**src/hdl/weighted_histogram_accumulator_core_assert.svh**
```systemverilog
// Assertion macros for the weighted histogram accumulator core.
`ifndef WEIGHTED_HISTOGRAM_ACCUMULATOR_CORE_ASSERT_SVH
`define WEIGHTED_HISTOGRAM_ACCUMULATOR_CORE_ASSERT_SVH

// Same-cycle implication, disabled in reset.
`define WHA_ASSERT_IMPL(lbl, clk, rstn, ante, cons) \
    lbl: assert property (@(posedge clk) disable iff (!(rstn)) (ante) |-> (cons)) \
        else $error("wha: same-cycle check failed");

// Next-cycle implication, disabled in reset.
`define WHA_ASSERT_NEXT(lbl, clk, rstn, ante, cons) \
    lbl: assert property (@(posedge clk) disable iff (!(rstn)) (ante) |=> (cons)) \
        else $error("wha: next-cycle check failed");

`endif

```
**src/hdl/wha_pkg.sv**
```systemverilog
// Package for the weighted histogram accumulator: constants, codes and state type.
package wha_pkg;

    localparam int MAX_BINS_DEFAULT = 64;

    localparam int SAMPLE_W = 32;
    localparam int WIDTH_W  = 31;
    localparam int COUNT_W  = 7;
    localparam int INDEX_W  = 6;
    localparam int SUM_W    = 48;
    localparam int LO_W     = 41;
    localparam int CFG_IDX_W = 2;

    localparam logic [1:0] STATUS_OK        = 2'd0;
    localparam logic [1:0] STATUS_SAMPLE_OOR = 2'd1;
    localparam logic [1:0] STATUS_INDEX_OOR = 2'd2;

    localparam logic MODE_FILL = 1'b0;
    localparam logic MODE_READ = 1'b1;

    localparam logic [CFG_IDX_W-1:0] REG_RANGE_MIN = 2'd0;
    localparam logic [CFG_IDX_W-1:0] REG_RANGE_MAX = 2'd1;
    localparam logic [CFG_IDX_W-1:0] REG_BIN_WIDTH = 2'd2;
    localparam logic [CFG_IDX_W-1:0] REG_BIN_COUNT = 2'd3;

    typedef enum logic [5:0] {
        ST_CLEAR = 6'b000001,
        ST_IDLE  = 6'b000010,
        ST_SCAN  = 6'b000100,
        ST_FETCH = 6'b001000,
        ST_CALC  = 6'b010000,
        ST_DONE  = 6'b100000
    } state_t;

endpackage

```
**src/hdl/weighted_histogram_accumulator_core.sv**
```systemverilog
// Weighted histogram accumulator core: border scan, bin sum memory and stream ports.
// Path: a fill in range scans from bin 0 until its sample lies below a bin's upper border, then
// goes via ST_FETCH and ST_CALC to ST_DONE; an unmatched fill, a rejected sample or a bad read
// index goes to ST_DONE, a good read via ST_FETCH and ST_CALC. ST_DONE waits for a free output.
// One item in work at a time: the border adder/comparer steps once per bin, s_tready low.
// Reset (aresetn low, sync) loads defaults, then clears all MAX_BINS bin sums.
module weighted_histogram_accumulator_core #(
    parameter int MAX_BINS = wha_pkg::MAX_BINS_DEFAULT
) (
    input  logic        aclk,
    input  logic        aresetn,
    // configuration write channel
    input  logic                          cfg_valid,
    output logic                          cfg_ready,
    input  logic [wha_pkg::CFG_IDX_W-1:0] cfg_index,
    input  logic [31:0]                   cfg_data,
    // input stream
    input  logic        s_tvalid,
    output logic        s_tready,
    input  logic [71:0] s_tdata,   // sample_value[31:0], sample_weight[63:32], read_index[69:64]
    input  logic [0:0]  s_tuser,   // mode[0]
    // result stream
    output logic        m_tvalid,
    input  logic        m_tready,
    output logic [55:0] m_tdata,   // bin_sum[47:0], bin_hit[53:48]
    output logic [1:0]  m_tuser    // status[1:0]
);
    import wha_pkg::*;

    localparam int IDX_W = (MAX_BINS > 1) ? $clog2(MAX_BINS) : 1;
    localparam int CNT_W = $clog2(MAX_BINS + 1);

    state_t state_reg, state_next;

    logic signed [SAMPLE_W-1:0] range_min_reg, range_max_reg;
    logic [WIDTH_W-1:0]         bin_width_reg;
    logic [COUNT_W-1:0]         bin_count_reg;

    logic                       mode_reg, mode_next;
    logic signed [SAMPLE_W-1:0] x_reg, x_next;
    logic signed [SAMPLE_W-1:0] w_reg, w_next;
    logic signed [LO_W-1:0]     lo_reg, lo_next;
    logic [IDX_W-1:0]           idx_reg, idx_next;

    logic [1:0]              res_status_reg, res_status_next;
    logic signed [SUM_W-1:0] res_sum_reg, res_sum_next;

    logic              m_tvalid_reg, m_tvalid_next;
    logic [55:0]       m_tdata_reg, m_tdata_next;
    logic [1:0]        m_tuser_reg, m_tuser_next;

    logic signed [SUM_W-1:0] mem [MAX_BINS];
    logic signed [SUM_W-1:0] rd_data_reg;
    logic                    mem_we;
    logic signed [SUM_W-1:0] mem_wdata;

    logic [CNT_W-1:0]           n_eff;
    logic signed [LO_W-1:0]     hi;
    logic                       last_bin;
    logic signed [SUM_W:0]      sum_wide;
    logic signed [SUM_W-1:0]    sum_sat;
    logic                       s_accept;
    logic                       out_free;
    logic signed [SAMPLE_W-1:0] s_sample;
    logic signed [SAMPLE_W-1:0] s_weight;
    logic [INDEX_W-1:0]         s_read_index;

    assign cfg_ready = 1'b1;
    assign s_tready  = (state_reg == ST_IDLE);
    assign s_accept  = s_tvalid && s_tready;
    assign out_free  = !m_tvalid_reg || m_tready;
    assign m_tvalid  = m_tvalid_reg;
    assign m_tdata   = m_tdata_reg;
    assign m_tuser   = m_tuser_reg;

    assign s_sample     = s_tdata[31:0];
    assign s_weight     = s_tdata[63:32];
    assign s_read_index = s_tdata[69:64];

    assign n_eff = ({25'd0, bin_count_reg} > 32'(MAX_BINS)) ? CNT_W'(MAX_BINS)
                                                             : CNT_W'(bin_count_reg);

    assign hi       = lo_reg + LO_W'({1'b0, bin_width_reg});
    assign last_bin = (32'(idx_reg) + 32'd1) >= 32'(n_eff);

    assign sum_wide = {rd_data_reg[SUM_W-1], rd_data_reg} + (SUM_W + 1)'(w_reg);
    always_comb begin
        if (sum_wide[SUM_W] != sum_wide[SUM_W-1]) begin
            sum_sat = sum_wide[SUM_W] ? {1'b1, {(SUM_W-1){1'b0}}} : {1'b0, {(SUM_W-1){1'b1}}};
        end else begin
            sum_sat = sum_wide[SUM_W-1:0];
        end
    end

    assign mem_we    = (state_reg == ST_CLEAR) || (state_reg == ST_CALC && mode_reg == MODE_FILL);
    assign mem_wdata = (state_reg == ST_CLEAR) ? '0 : sum_sat;

    always_ff @(posedge aclk) begin
        if (mem_we) begin
            mem[idx_reg] <= mem_wdata;
        end
        rd_data_reg <= mem[idx_reg];
    end

    always_ff @(posedge aclk) begin
        if (!aresetn) begin
            range_min_reg <= '0;
            range_max_reg <= 32'sd4194304;
            bin_width_reg <= 31'd65536;
            bin_count_reg <= 7'd64;
        end else if (cfg_valid && cfg_ready) begin
            unique case (cfg_index)
                REG_RANGE_MIN: range_min_reg <= cfg_data;
                REG_RANGE_MAX: range_max_reg <= cfg_data;
                REG_BIN_WIDTH: bin_width_reg <= cfg_data[WIDTH_W-1:0];
                REG_BIN_COUNT: bin_count_reg <= cfg_data[COUNT_W-1:0];
                default: ;
            endcase
        end
    end

    always_comb begin
        state_next      = state_reg;
        mode_next       = mode_reg;
        x_next          = x_reg;
        w_next          = w_reg;
        lo_next         = lo_reg;
        idx_next        = idx_reg;
        res_status_next = res_status_reg;
        res_sum_next    = res_sum_reg;
        m_tvalid_next   = m_tvalid_reg && !m_tready;
        m_tdata_next    = m_tdata_reg;
        m_tuser_next    = m_tuser_reg;

        unique case (state_reg)
            ST_CLEAR: begin
                if (32'(idx_reg) == 32'(MAX_BINS - 1)) begin
                    idx_next   = '0;
                    state_next = ST_IDLE;
                end else begin
                    idx_next = idx_reg + IDX_W'(1);
                end
            end
            ST_IDLE: begin
                if (s_accept) begin
                    mode_next = s_tuser[0];
                    x_next    = s_sample;
                    w_next    = s_weight;
                    lo_next   = LO_W'(range_min_reg);
                    idx_next  = '0;
                    if (s_tuser[0] == MODE_FILL) begin
                        if (s_sample >= range_max_reg || s_sample < range_min_reg
                            || n_eff == '0) begin
                            res_status_next = STATUS_SAMPLE_OOR;
                            res_sum_next    = '0;
                            state_next      = ST_DONE;
                        end else begin
                            state_next = ST_SCAN;
                        end
                    end else begin
                        if (32'(s_read_index) >= 32'(n_eff)) begin
                            res_status_next = STATUS_INDEX_OOR;
                            res_sum_next    = '0;
                            state_next      = ST_DONE;
                        end else begin
                            idx_next   = IDX_W'(s_read_index);
                            state_next = ST_FETCH;
                        end
                    end
                end
            end
            ST_SCAN: begin
                if (LO_W'(x_reg) < hi) begin
                    state_next = ST_FETCH;
                end else if (last_bin) begin
                    idx_next        = '0;
                    res_status_next = STATUS_SAMPLE_OOR;
                    res_sum_next    = '0;
                    state_next      = ST_DONE;
                end else begin
                    lo_next  = hi;
                    idx_next = idx_reg + IDX_W'(1);
                end
            end
            ST_FETCH: begin
                state_next = ST_CALC;
            end
            ST_CALC: begin
                res_status_next = STATUS_OK;
                res_sum_next    = (mode_reg == MODE_FILL) ? sum_sat : rd_data_reg;
                state_next      = ST_DONE;
            end
            ST_DONE: begin
                if (out_free) begin
                    m_tvalid_next = 1'b1;
                    m_tuser_next  = res_status_reg;
                    m_tdata_next  = {2'b00, 6'(idx_reg), res_sum_reg};
                    state_next    = ST_IDLE;
                end
            end
            default: state_next = ST_IDLE;
        endcase
    end

    always_ff @(posedge aclk) begin
        if (!aresetn) begin
            state_reg    <= ST_CLEAR;
            idx_reg      <= '0;
            m_tvalid_reg <= 1'b0;
        end else begin
            state_reg    <= state_next;
            idx_reg      <= idx_next;
            m_tvalid_reg <= m_tvalid_next;
        end
    end

    always_ff @(posedge aclk) begin
        mode_reg       <= mode_next;
        x_reg          <= x_next;
        w_reg          <= w_next;
        lo_reg         <= lo_next;
        res_status_reg <= res_status_next;
        res_sum_reg    <= res_sum_next;
        m_tdata_reg    <= m_tdata_next;
        m_tuser_reg    <= m_tuser_next;
    end

`include "weighted_histogram_accumulator_core_assert.svh"

    `WHA_ASSERT_NEXT(a_busy_after_beat, aclk, aresetn, s_accept, !s_tready)
    `WHA_ASSERT_IMPL(a_reject_zero, aclk, aresetn, m_tvalid && m_tuser != STATUS_OK, m_tdata == '0)
    `WHA_ASSERT_IMPL(a_clear_quiet, aclk, aresetn, state_reg == ST_CLEAR, !s_tready && !m_tvalid)
    `WHA_ASSERT_NEXT(a_done_emits, aclk, aresetn, state_reg == ST_DONE && out_free, m_tvalid && s_tready)

endmodule
```
**config.mk**
```make
export PLATFORM = sky130hd
export DESIGN_NAME = weighted_histogram_accumulator_core
export DESIGN_NICKNAME = d
export VERILOG_FILES = /design/src/hdl/wha_pkg.sv /design/src/hdl/weighted_histogram_accumulator_core.sv
export VERILOG_INCLUDE_DIRS = /design/src /design/src/hdl
export SDC_FILE = /design/constraint.sdc
export NUM_CORES = 2
export LEC_CHECK = 0
export ABC_CLOCK_PERIOD_IN_PS = 10900
export BUFFER_PORTS_ARGS = -buffer_cell sky130_fd_sc_hd__buf_2
export CAP_MARGIN = 20
export CORE_UTILIZATION = 64
export CTS_BUF_LIST = sky130_fd_sc_hd__clkbuf_8
export DETAILED_ROUTE_END_ITERATION = 7
export PLACE_DENSITY_LB_ADDON = 0.08
export REMOVE_ABC_BUFFERS = 1
export SETUP_SLACK_MARGIN = 0.5
export SKIP_LAST_GASP = 1
export SYNTH_ARGS = -nofsm -noshare
export SYNTH_HDL_FRONTEND = slang
export SYNTH_SLANG_ARGS = --single-unit
```
**constraint.sdc**
```tcl
create_clock -name aclk -period 10.9 [get_ports aclk]
set_clock_uncertainty 0.15 [all_clocks]
set_input_delay 0.545 -clock aclk [delete_from_list [all_inputs] [get_ports aclk]]
set_output_delay 0.545 -clock aclk [all_outputs]
set_load 0.005 [all_outputs]
```
==> results.cfg <==
[outcome]
status = complete, but fails checks
violations = DRC

[min_path]
worst_hold_path_type = in -> reg
hold_start = s_tdata[39]

[sta]
max_freq_mhz = 128.8
fin_crit_sh_pct = 71.23
rsz0062_at_grt = false
tns_ns = 0
min_period_ns = 7.764
finalSetupViolCount = 0
tightestPinTransition_ns = 1.197
hold_slack_ns = 0.08120
report.final.slew_viol_count = 0
hold_viol = 0
slew_headroom_pct = 20.22

[synthesis]
synthMostInstantiatedCell = edfxtp_1
yosys_register_bits = 3447
syn_inst = 7794
syn_area_mm2 = 0.1304
ys_types = 87
yosysSeqAreaShare_pct = 78.15
syn_avg_cell_area_um2 = 16.73
synthArstFlopShare_pct = 0
synth_common_cells = edfxtp_1 (3284), a22oi_1 (933), clkbuf_1 (391), nand2_1 (338), a21oi_1 (334)
synth_top_area_share_pct = 75.65
yosysTopAreaCell = edfxtp_1
synth_edf_count = 3284
yosys-top-cells-area = edfxtp_1 (76%), a22oi_1 (5.4%), dfxtp_1 (2.5%)
synth_warnings = 0
synthFlopType = edfxtp_1

[power_and_ir_drop]
total_power_mw = 38.01
p_comb_share_pct = 27.0
power_switching_mw = 12.72
intPower_mw = 25.29
seqPwrFrac_pct = 46.2
peakVddDrop_mv = 0.3470
power_per_cell_area_mw_per_mm2 = 257.5
power_leakage_nw = 48.13
p_clk_share_pct = 26.8
p_sw_share_pct = 33.47

[global_routing]
grt_pass1_vias = 79462
grt_pass1_wl_um = 580700
grt_usage_pct = 40.71
antenna_found_initial = 18
overflow = 0
grt_max_degree = 133

[clock_network]
cts_tree = yes
clk_pin_slew_ns = 0.06
cts_buffers = 553
cts_max_level = 6
clock_latency_ns = 1.14
cts_root_buf = clkbuf_8
clock_path_buffers = 4
cts_sinks = 3447

[die]
coreArea_mm2 = 0.2023
die_area_mm2 = 0.2055
ioPinCount = 173
fp-row-count = 165
die_w_um = 453.3
initial_core_util_pct = 64.43
die_y_um = 453.3

[setup_path]
critical_path.max_fanout = 8
cp.required_ns = 11.71
startpoint = lo_reg[2]
crit_arrival_ns = 8.57
crit_type = reg -> reg
startpoint_type = flip-flop
cp-end-kind = flip-flop
reg2reg_from = lo_reg[2]

[detailed_routing]
drt-vias-per-instance = 7.213
drt_wl_total_um = 421000
antenna_left = 0
drt-initial-drc-count = 12344
drcViolationCount = 1
avgRoutedWirePerCell_um = 36.57
dr.pass1.iters = 8
vias = 83035

[cells_and_area]
area_delta_synth_final_pct = 13.21
final_nets = 8737
drive_gt1_share_pct = 14.21
layoutNonFillerInstCount = 11512
largest_register_ffs = 3072

[run]
drv_cap = 0

[placement]
place_inst = 10386
dp_hpwl_um = 226000
port_buffers = 167
gp_congestion = 0.9673
==> area by class of cell <==
class,instances,area [um2]
antenna,11,27.53
clock buffer,594,8175
clock inverter,364,1723
fill,12433,54750
inverter,109,410.4
multi-input combinational,3767,27270
sequential,3447,101900
tap,2672,3343
timing repair buffer,548,4747
==> critical path, cell delays in order (launching register included) <==
cell and delay, ns:
edfxtp_1 0.37, ha_1 0.35, o21ai_0 0.10, o21bai_1 0.27, o21ai_0 0.20, o21ai_0 0.31
a21boi_0 0.24, o41ai_1 0.87, o211a_1 0.30, o41ai_1 0.08, xor2_1 0.17, ha_1 0.22
a2111oi_0 0.37, o21ai_0 0.15, o22ai_1 0.17, o21ai_0 0.11, o31ai_1 0.73, a21oi_1 0.21
a22o_1 0.33, a311oi_4 0.51, a211o_1 0.17, dlygate4sd3_1 0.55, a21oi_1 0.07, dlygate4sd3_1 0.62
==> cells by family (layout without fill, tap and decap cells) <==
| family | Yosys count | after routing | share of synthesized area [%] |
|---|---|---|---|
| compound gates | 2560 | 2560 | 14.26 |
| xor+xnor | 82 | 82 | 0.5509 |
| fa+ha+maj | 199 | 199 | 1.922 |
| buf+inv | 581 | 1615 | 1.710 |
| flops | 3447 | 3447 | 78.15 |
| mux | 9 | 9 | 0.07007 |
| other cells | 2 | 14 | 0.005761 |
| simple gates | 914 | 914 | 3.330 |
==> cell usage in the layout, fill, tap and decap left out, drive strengths merged, types with 26 or more instances in the layout <==
cell type / synthesis / routed
a31oi: 300 / 300
inv: 109 / 302
nor4: 61 / 61
buf: 81 / 416
dfxtp: 163 / 163
a221oi: 308 / 308
nand4: 109 / 109
ha: 197 / 197
clkinv: 0 / 148
nand2: 339 / 339
nor2: 202 / 202
o21ai: 153 / 153
nand3: 74 / 74
a211oi: 29 / 29
a21oi: 341 / 341
xnor2: 40 / 40
o211ai: 26 / 26
clkbuf: 391 / 594
dlygate4sd3: 0 / 132
a22oi: 933 / 933
xor2: 42 / 42
a21o: 47 / 47
a22o: 306 / 306
edfxtp: 3284 / 3284
==> layer usage <==
metal / routed length (um) / track usage, %
met1: 142100 / 51.99
met2: 193000 / 63.37
met3: 55060 / 9.784
met4: 30920 / 25.40
met5: 13 / 0.3731
==> worst paths after layout <==
check | to | slack [ns] | depth (start not counted)
worst min-delay path | w_reg[7] | 0.08 | 2
worst max-delay path | idx_reg[1] | 3.14 | 23
worst max register to register | idx_reg[1] | 3.14 | 23
worst min register to register | m_tdata[14] | 0.27 | 0
==> repair_timing <==
item	in CTS	in global routing
resized for setup	0	0
hold endpoints to repair	214	0
buffers inserted	0	0
hold buffers	133	0
==> power by group through the flow <==
stage	sequential, mW	combinational, mW	clock (mW)
after floorplan	17.9	5.55	0
final	17.6	10.3	10.2
after CTS	17.6	9.69	10.2
after detailed placement	17.9	9.62	0
after global routing	17.6	10.7	10.7
after global placement	17.9	9.28	0
==> through the flow <==
stage	setup WS, ns	instance area, um2	utilization (%)
finish	3.136	147600	72.94
global route	2.721	147600	72.93
CTS	3.212	147000	72.67
detailed placement	3.272	135800	67.11
global placement	3.418	135500	66.97
floorplan	-16.58	128500	-
No activity file was read; power rests on OpenSTA's default activity.
